[src/hdl/kvt_pkg.sv]
// ---------------------------------------------------------------------------
// kvt_pkg
// Shared types, character codes and helpers for the key/value tokenizer.
// ---------------------------------------------------------------------------
package kvt_pkg;

   // Default number of result entries held between the parser and the output.
   localparam int KVT_QUEUE_DEPTH = 4;

   // Characters with a special meaning in the text.
   localparam logic [7:0] CH_EQ = 8'h3D;
   localparam logic [7:0] CH_SQ = 8'h27;
   localparam logic [7:0] CH_DQ = 8'h22;

   // Parser phase, one-hot.
   typedef enum logic [6:0] {
      PH_SKIP_NAME = 7'b0000001,
      PH_NAME      = 7'b0000010,
      PH_SKIP_EQ   = 7'b0000100,
      PH_SKIP_VAL  = 7'b0001000,
      PH_QUOTED    = 7'b0010000,
      PH_PLAIN     = 7'b0100000,
      PH_IGNORE    = 7'b1000000
   } phase_type;

   // Kind of one result item.
   typedef enum logic [2:0] {
      KIND_NONE  = 3'd0,
      KIND_NAME  = 3'd1,
      KIND_VALUE = 3'd2,
      KIND_DONE  = 3'd3,
      KIND_DROP  = 3'd4
   } token_kind_type;

   // One result item as it travels to the output.
   typedef struct packed {
      token_kind_type kind;
      logic [7:0]     tbyte;
      logic           run_end;
      logic           text_end;
   } result_type;

   // Results produced by one text byte, pushed into the output queue.
   typedef struct packed {
      logic [1:0] count;
      result_type first;
      result_type second;
   } push_type;

   // Space, tab, line feed, vertical tab, form feed and return.
   function automatic logic is_space(input logic [7:0] c);
      return c inside {8'h20, [8'h09:8'h0D]};
   endfunction

   // Builds a result; the byte is carried only for name and value kinds.
   function automatic result_type make_result(input token_kind_type kind,
                                              input logic [7:0] c);
      result_type r;
      r.kind     = kind;
      r.tbyte    = (kind == KIND_NAME || kind == KIND_VALUE) ? c : 8'h00;
      r.run_end  = 1'b0;
      r.text_end = 1'b0;
      return r;
   endfunction

endpackage

[src/hdl/key_value_pair_tokenizer.sv]
// ---------------------------------------------------------------------------
// key_value_pair_tokenizer
// Splits attribute text into name=value pairs, one byte per clock when not stalled.
// ---------------------------------------------------------------------------
// The block accepts one text byte per clock and tags every name and value
// byte, marks each complete pair done and each incomplete pair dropped, and
// flags the last result of every byte and of every text. A byte yields zero,
// one or two results; the output delivers one result per clock from a small
// queue while the receiver does not stall, so the input runs at one byte per
// clock as long as bytes average at most one result each and the output is
// not stalled; a byte with two results can stall the input once the queue
// has filled. A byte passes the input register, then the queue register,
// before its results reach the output.
module key_value_pair_tokenizer #(
   parameter int QueueDepth = kvt_pkg::KVT_QUEUE_DEPTH
) (
   input  logic       clock,
   input  logic       reset,
   input  logic       req_valid,
   output logic       req_stall,
   input  logic [7:0] req_text_byte,
   input  logic       req_final_byte,
   output logic       rsp_valid,
   input  logic       rsp_stall,
   output logic [2:0] rsp_token_kind,
   output logic [7:0] rsp_token_byte,
   output logic       rsp_run_end,
   output logic       rsp_text_end
);
   import kvt_pkg::*;

   push_type push;
   logic     room;

   // Parser with its input register.
   kvt_parse u_parse (
      .clock          (clock),
      .reset          (reset),
      .req_valid      (req_valid),
      .req_stall      (req_stall),
      .req_text_byte  (req_text_byte),
      .req_final_byte (req_final_byte),
      .room           (room),
      .push           (push)
   );

   // Result queue driving the output channel.
   kvt_queue #(
      .Depth (QueueDepth)
   ) u_queue (
      .clock          (clock),
      .reset          (reset),
      .push           (push),
      .room           (room),
      .rsp_valid      (rsp_valid),
      .rsp_stall      (rsp_stall),
      .rsp_token_kind (rsp_token_kind),
      .rsp_token_byte (rsp_token_byte),
      .rsp_run_end    (rsp_run_end),
      .rsp_text_end   (rsp_text_end)
   );

endmodule

[src/hdl/kvt_parse.sv]
// ---------------------------------------------------------------------------
// kvt_parse
// Input register and pair parser. Takes one text byte per cycle while the output
// queue has room and turns it into zero, one or two result items for that queue.
// ---------------------------------------------------------------------------
module kvt_parse (
   input  logic             clock,
   input  logic             reset,
   input  logic             req_valid,
   output logic             req_stall,
   input  logic [7:0]       req_text_byte,
   input  logic             req_final_byte,
   input  logic             room,
   output kvt_pkg::push_type push
);
   import kvt_pkg::*;

   logic           in_valid_ff, in_valid_in;
   logic [7:0]     in_byte_ff;
   logic           in_fin_ff;
   phase_type      phase_ff, phase_in;
   logic           sq_ff, sq_in;
   logic           first_ff, first_in;

   logic           fire;
   logic           accept;
   phase_type      ph_mid;
   logic           sq_mid;
   logic           ws;
   logic           main_put;
   token_kind_type main_kind;
   logic           end_put;
   token_kind_type end_kind;
   logic           quote_close;

   // The held byte is processed whenever the queue has room for two results.
   assign fire      = in_valid_ff && room;
   assign req_stall = in_valid_ff && !room;
   assign accept    = req_valid && !req_stall;
   assign ws        = is_space(in_byte_ff);
   assign quote_close = sq_ff ? (in_byte_ff == CH_SQ) : (in_byte_ff == CH_DQ);

   // Input register occupancy.
   always_comb begin
      if (accept) begin
         in_valid_in = 1'b1;
      end else if (fire) begin
         in_valid_in = 1'b0;
      end else begin
         in_valid_in = in_valid_ff;
      end
   end

   // Main step: phase transition and the byte's own result.
   always_comb begin
      ph_mid    = phase_ff;
      sq_mid    = sq_ff;
      main_put  = 1'b0;
      main_kind = KIND_NONE;
      if (first_ff && in_byte_ff == 8'h00) begin
         ph_mid = PH_IGNORE;
      end else begin
         case (phase_ff)
            PH_SKIP_NAME: begin
               if (in_byte_ff == CH_EQ) begin
                  ph_mid = PH_SKIP_VAL;
               end else if (!ws) begin
                  main_put  = 1'b1;
                  main_kind = KIND_NAME;
                  ph_mid    = PH_NAME;
               end
            end
            PH_NAME: begin
               if (in_byte_ff == CH_EQ) begin
                  ph_mid = PH_SKIP_VAL;
               end else if (ws) begin
                  ph_mid = PH_SKIP_EQ;
               end else begin
                  main_put  = 1'b1;
                  main_kind = KIND_NAME;
               end
            end
            PH_SKIP_EQ: begin
               if (in_byte_ff == CH_EQ) begin
                  ph_mid = PH_SKIP_VAL;
               end else if (!ws) begin
                  main_put  = 1'b1;
                  main_kind = KIND_DROP;
                  ph_mid    = PH_IGNORE;
               end
            end
            PH_SKIP_VAL: begin
               if (in_byte_ff inside {CH_SQ, CH_DQ}) begin
                  sq_mid = (in_byte_ff == CH_SQ);
                  ph_mid = PH_QUOTED;
               end else if (!ws) begin
                  main_put  = 1'b1;
                  main_kind = KIND_VALUE;
                  ph_mid    = PH_PLAIN;
               end
            end
            PH_QUOTED: begin
               main_put = 1'b1;
               if (quote_close) begin
                  main_kind = KIND_DONE;
                  ph_mid    = PH_SKIP_NAME;
               end else begin
                  main_kind = KIND_VALUE;
               end
            end
            PH_PLAIN: begin
               main_put = 1'b1;
               if (ws) begin
                  main_kind = KIND_DONE;
                  ph_mid    = PH_SKIP_NAME;
               end else begin
                  main_kind = KIND_VALUE;
               end
            end
            default: begin
               ph_mid = PH_IGNORE;
            end
         endcase
      end
   end

   // End of text: an unfinished pair is closed as done or dropped.
   always_comb begin
      end_put  = 1'b0;
      end_kind = KIND_NONE;
      if (in_fin_ff) begin
         case (ph_mid)
            PH_NAME, PH_SKIP_EQ, PH_SKIP_VAL: begin
               end_put  = 1'b1;
               end_kind = KIND_DROP;
            end
            PH_QUOTED, PH_PLAIN: begin
               end_put  = 1'b1;
               end_kind = KIND_DONE;
            end
            default: begin
               end_put = 1'b0;
            end
         endcase
      end
   end

   // Pack the results into slots and mark the last one.
   always_comb begin
      push.first  = make_result(KIND_NONE, 8'h00);
      push.second = make_result(KIND_NONE, 8'h00);
      push.count  = 2'd0;
      if (fire) begin
         if (main_put && end_put) begin
            push.first           = make_result(main_kind, in_byte_ff);
            push.second          = make_result(end_kind, 8'h00);
            push.second.run_end  = 1'b1;
            push.second.text_end = 1'b1;
            push.count           = 2'd2;
         end else if (main_put) begin
            push.first          = make_result(main_kind, in_byte_ff);
            push.first.run_end  = 1'b1;
            push.first.text_end = in_fin_ff;
            push.count          = 2'd1;
         end else if (end_put || in_fin_ff) begin
            // A final byte with nothing else to say still shows the text end.
            push.first          = make_result(end_kind, 8'h00);
            push.first.run_end  = 1'b1;
            push.first.text_end = 1'b1;
            push.count          = 2'd1;
         end
      end
   end

   // Next parser state; the final byte returns everything to its start.
   always_comb begin
      phase_in = phase_ff;
      sq_in    = sq_ff;
      first_in = first_ff;
      if (fire) begin
         if (in_fin_ff) begin
            phase_in = PH_SKIP_NAME;
            sq_in    = 1'b0;
            first_in = 1'b1;
         end else begin
            phase_in = ph_mid;
            sq_in    = sq_mid;
            first_in = 1'b0;
         end
      end
   end

   // Control registers.
   always_ff @(posedge clock) begin
      if (reset) begin
         in_valid_ff <= 1'b0;
         phase_ff    <= PH_SKIP_NAME;
         sq_ff       <= 1'b0;
         first_ff    <= 1'b1;
      end else begin
         in_valid_ff <= in_valid_in;
         phase_ff    <= phase_in;
         sq_ff       <= sq_in;
         first_ff    <= first_in;
      end
   end

   // Input payload register.
   always_ff @(posedge clock) begin
      if (accept) begin
         in_byte_ff <= req_text_byte;
         in_fin_ff  <= req_final_byte;
      end
   end

   // A processed final byte leaves the parser at the start of a new text.
   a_fin_restart: assert property (@(posedge clock) disable iff (reset)
      fire && in_fin_ff |=> phase_ff == PH_SKIP_NAME && first_ff && !sq_ff)
      else $error("parser did not restart after the final byte");

   // Only a byte that is not final may produce no result at all.
   a_silent_not_final: assert property (@(posedge clock) disable iff (reset)
      fire && push.count == 2'd0 |-> !in_fin_ff)
      else $error("final byte produced no result");

   // Outside the text start, the ignore phase never emits a name or value byte in the first result slot.
   a_ignore_quiet: assert property (@(posedge clock) disable iff (reset)
      fire && phase_ff == PH_IGNORE && !first_ff |->
         push.first.kind != KIND_NAME && push.first.kind != KIND_VALUE)
      else $error("byte emitted while ignoring the rest of the text");

endmodule

[src/hdl/kvt_queue.sv]
// ---------------------------------------------------------------------------
// kvt_queue
// Small result queue. Takes up to two results per cycle from the parser and
// hands one result per cycle to the output channel while it is not stalled.
// ---------------------------------------------------------------------------
module kvt_queue #(
   parameter int Depth = kvt_pkg::KVT_QUEUE_DEPTH
) (
   input  logic              clock,
   input  logic              reset,
   input  kvt_pkg::push_type push,
   output logic              room,
   output logic              rsp_valid,
   input  logic              rsp_stall,
   output logic [2:0]        rsp_token_kind,
   output logic [7:0]        rsp_token_byte,
   output logic              rsp_run_end,
   output logic              rsp_text_end
);
   import kvt_pkg::*;

   localparam int PtrW = (Depth > 1) ? $clog2(Depth) : 1;
   localparam int CntW = $clog2(Depth + 1);

   result_type         entry_ff [Depth];
   logic [PtrW-1:0]    head_ff, head_in;
   logic [PtrW-1:0]    tail_ff, tail_in;
   logic [PtrW-1:0]    tail_next;
   logic [CntW-1:0]    count_ff, count_in;
   logic               pop;
   result_type         head_entry;

   function automatic logic [PtrW-1:0] step_ptr(input logic [PtrW-1:0] p);
      return (p == PtrW'(Depth - 1)) ? '0 : p + PtrW'(1);
   endfunction

   // Room is judged on the current fill, leaving space for a two-result item.
   assign room      = count_ff <= CntW'(Depth - 2);
   assign rsp_valid = count_ff != '0;
   assign pop       = rsp_valid && !rsp_stall;
   assign tail_next = step_ptr(tail_ff);

   // Output fields come straight from the head entry register.
   assign head_entry     = entry_ff[head_ff];
   assign rsp_token_kind = head_entry.kind;
   assign rsp_token_byte = head_entry.tbyte;
   assign rsp_run_end    = head_entry.run_end;
   assign rsp_text_end   = head_entry.text_end;

   // Pointer and fill bookkeeping.
   always_comb begin
      head_in  = pop ? step_ptr(head_ff) : head_ff;
      tail_in  = tail_ff;
      if (push.count == 2'd1) begin
         tail_in = tail_next;
      end else if (push.count == 2'd2) begin
         tail_in = step_ptr(tail_next);
      end
      count_in = count_ff + CntW'(push.count) - CntW'(pop);
   end

   always_ff @(posedge clock) begin
      if (reset) begin
         head_ff  <= '0;
         tail_ff  <= '0;
         count_ff <= '0;
      end else begin
         head_ff  <= head_in;
         tail_ff  <= tail_in;
         count_ff <= count_in;
      end
   end

   // Entry storage: first result at the tail, second right behind it.
   always_ff @(posedge clock) begin
      if (push.count != 2'd0) begin
         entry_ff[tail_ff] <= push.first;
      end
      if (push.count == 2'd2) begin
         entry_ff[tail_next] <= push.second;
      end
   end

   // The fill never exceeds the storage.
   a_no_overflow: assert property (@(posedge clock) disable iff (reset)
      count_ff <= CntW'(Depth))
      else $error("result queue overflow");

   // Results are only pushed while there is room for them.
   a_push_room: assert property (@(posedge clock) disable iff (reset)
      push.count != 2'd0 |-> room)
      else $error("push without room");

   // With nothing pushed and nothing popped, the fill holds.
   a_fill_holds: assert property (@(posedge clock) disable iff (reset)
      push.count == 2'd0 && !pop |=> $stable(count_ff))
      else $error("queue fill changed without traffic");

endmodule

[config.mk]
export PLATFORM = sky130hd
export DESIGN_NAME = key_value_pair_tokenizer
export DESIGN_NICKNAME = d
export VERILOG_FILES = /design/src/hdl/kvt_pkg.sv /design/src/hdl/key_value_pair_tokenizer.sv /design/src/hdl/kvt_parse.sv /design/src/hdl/kvt_queue.sv
export SDC_FILE = /design/constraint.sdc
export NUM_CORES = 1
export LEC_CHECK = 0
export ABC_AREA = 1
export ABC_CLOCK_PERIOD_IN_PS = 6100
export BUFFER_PORTS_ARGS = -buffer_cell sky130_fd_sc_hd__buf_2
export CAP_MARGIN = 10
export CORE_MARGIN = 10
export CORE_UTILIZATION = 50
export DETAILED_ROUTE_END_ITERATION = 16
export PLACE_DENSITY = 0.7
export REMOVE_ABC_BUFFERS = 1
export SKIP_LAST_GASP = 1
export SLEW_MARGIN = 0
export SYNTH_ARGS = -nofsm -noshare
export SYNTH_HDL_FRONTEND = slang
export SYNTH_SLANG_ARGS = --single-unit
[constraint.sdc]
create_clock -name clock -period 6.1 [get_ports clock]
set_input_delay 0.61 -clock clock [delete_from_list [all_inputs] [get_ports clock]]
set_output_delay 0.61 -clock clock [all_outputs]
set_load 0.02 [all_outputs]
==> impl_metrics.csv <==
group,metric,value,unit
outcome,outcome,"complete, no violations",
clock_network,path_clk_slew,0.09,ns
worst_setup_path,crit_type,"reg2reg",
finish,area_growth,7.91,%
yosys,post_synth_num_cell_types,38,
power,p_leak,2.28,nW
finish,nFillCells,831,
routing,avgViaCountPerCell,5.59,
clock_network,cts.path.max_buffers,2,
floorplan,coreArea,8640,um2
routing,finalWirelength,10700,um
routing,drc,0,
timing,relSlewSlack,29.0,%
worst_setup_path,crit_top_cell,"nand2_1",
routing,vias,3944,
yosys,synth_edf_count,29,
worst_setup_path,cpPeakStageDelay,0.81,ns
clock_network,post-cts-setup-buffers,0,
grt,antenna_found_initial,0,
grt,grt-ovfl-total,0,
worst_setup_path,crit_required,6.32,ns
routing,first_pass_iters,5,
floorplan,die_w,114,um
worst_setup_path,cp_slowest_cell,"nor2_1",
flow_run,maxCapViolations,0,
yosys,syn_avg_cell_area,7.62,um2
timing,fmax,266,MHz
finish,diodes,0,
clock_network,cts_tree,"done",
placement,port-buffer-count,27,
finish,final-seq-area,1890,um2
worst_hold_path,hold_path_class,"in2reg",
yosys,ys.flop_type,"dfxtp_1",
worst_setup_path,crit_chain,"a21oi_1 > nand2_1 > inv_1 > nand2_4 > nand2_1 > nand2_2 > ha_1 > nand2_1 > inv_1 > nor2_1 > nand3_1 > nand2_1",
floorplan,ios,28,
finish,final_nets,619,
timing,finalHoldViolCount,0,
power,total_power,0.00177,W
grt,track_usage,16.9,%
worst_setup_path,crit_path_start_kind,"flip-flop",
timing,setup_viol,0,
timing,slew_viol_final,0,
worst_setup_path,path_max_fanout,32,
clock_network,clock_latency,0.36,ns
yosys,syn-cell-area,4380,um2
yosys,synth_seq_cells,80,
placement,hpwlAfterDp,7670,um
routing,drt-initial-drc-count,179,
clock_network,cts_num_sinks,80,
placement,placed_cells,688,
power,vdd_drop_max,0.170,mV
routing,wl_per_cell,15.2,um
placement,gp_congestion,0.937,
floorplan,die_h,114,um
timing,finalSetupTns,0,ns
timing,fin_crit_sh,61.7,%
yosys,netlist_instances,575,
clock_network,numCtsBuffers,9,
clock_network,ctsHtreeMaxLevel,3,
clock_network,ctsResizeCount,0,
power,power_density,374,nW/um2
worst_setup_path,cp-end-kind,"flip-flop",
worst_setup_path,crit_arrival,3.98,ns
clock_network,cts_root_buf,"clkbuf_8",
timing,rsz0062_at_grt,"no",
floorplan,die_area,12900,um2
timing,fin_crit,3.76,ns
clock_network,holdBufCountCts,0,
routing,antenna_left,0,
floorplan,start_util,50.8,%
finish,multi_input_area,2160,um2
grt,grt_first_pass_wirelength,18000,um
yosys,ys_async_sr_fraction,0,%
yosys,yosysSeqAreaShare,43.2,%
yosys,yosys_warnings,0,
finish,drive_above_1_share,14.6,%
timing,clock_skew,0.0141,ns
timing,tightest_slew,1.06,ns
grt,grt_pass1_vias,3756,
floorplan,rows,34,
grt,grt_max_degree,33,
finish,fin_cells,705,
area by class of cell:
| type | count | area share, % |
|---|---|---|
| clock buffer | 9 | 2.62 |
| clock inverter | 7 | 1.14 |
| inverter | 60 | 4.81 |
| multi-input combinational | 413 | 45.6 |
| sequential | 80 | 40.0 |
| tap | 108 | 2.86 |
| timing repair buffer | 28 | 2.96 |
state kept, by name (all words and copies together), names as in the netlist, named ones only:
register / count
u_parse.first_ff: 1
u_parse.in_byte_ff: 8
u_parse.in_fin_ff: 1
u_parse.in_valid_ff: 1
u_parse.phase_ff: 7
u_parse.sq_ff: 1
u_queue.count_ff: 3
u_queue.entry_ff: 52
u_queue.head_ff: 2
u_queue.tail_ff: 2
worst max-delay path: cells and delay by family (launching register included):
kind	cells	cell delay, ns
and+or+nand+nor	8	1.95
buffers and inverters	2	0.89
DFF	1	0.34
adders and majority gates	1	0.24
AOI/OAI and AO/OA	1	0.19
power by group:
group / internal, W / total [W] / leakage [nW] / switching, W
combinational: 0.000205 / 0.000663 / 1.50 / 0.000458
sequential: 0.000652 / 0.000739 / 0.692 / 0.0000872
clock: 0.000152 / 0.000367 / 0.0905 / 0.000215
per-stage QoR:
step	setup slack, ns	instance area, um2	hold slack, ns	util, %
floorplan	3.08	4280	0.421	-
global placement	2.43	4550	0.435	52.7
detailed placement	2.23	4550	0.438	52.7
CTS	2.18	4720	0.409	54.7
global route	1.98	4730	0.404	54.8
finish	2.34	4730	0.415	54.8
metal layers:
layer	share of wire [%]	track usage [%]
met1	45	21.4
met2	47	27.6
met3	6.5	3.83
met4	1.6	5.84
met5	0	0
worst paths after layout:
kind	startpoint	slack (ns)	cells past startpoint	endpoint
hold / removal	req_text_byte[2]	0.42	1	u_parse.in_byte_ff[2]
hold reg to reg	u_queue.entry_ff[0][9]	0.46	2	u_queue.entry_ff[0][9]
setup reg to reg	u_queue.count_ff[1]	2.34	12	u_queue.entry_ff[0][1]
setup / recovery	u_queue.count_ff[1]	2.34	12	u_queue.entry_ff[0][1]
cell usage in the layout (no fill, tap or decap), types with 2 or more instances in the layout:
cell / instances
o211ai_1: 2
o22ai_1: 13
xor2_1: 2
nand4_1: 40
inv_2: 12
nor2_4: 3
nand2_1: 163
nand2_4: 3
o21ai_1: 2
nor3_1: 2
edfxtp_1: 29
ha_1: 13
buf_2: 28
nand3_4: 2
nand2_8: 3
nand3_1: 35
nor2_1: 58
inv_6: 2
nand2_2: 12
clkbuf_8: 9
nor2_2: 2
o21ai_0: 34
a21oi_1: 12
inv_4: 2
clkinv_4: 2
nand3_2: 4
dfxtp_1: 51
inv_1: 46
cell usage after synthesis, types with 13 or more instances:
cell	instances	area (um2)
edfxtp_1	29	871
clkbuf_1	14	52.6
inv_1	46	173
nand4_1	40	250
o21ai_0	34	170
ha_1	13	163
nand3_1	35	175
dfxtp_1	51	1020
nand2_1	163	612
o22ai_1	13	81.3
nor2_1	58	218
cells by family (layout without fill, tap and decap cells):
kind of cell    Yosys count  count (layout)  synth area share (%)
flops                    80              80                  43.2
compound gates           68              68                  8.82
fa+ha+maj                14              14                  4.17
buf+inv                  82             104                  7.62
simple gates            329             329                  35.8
xor+xnor                  2               2                 0.400
No activity file was read; power rests on OpenSTA's default activity.
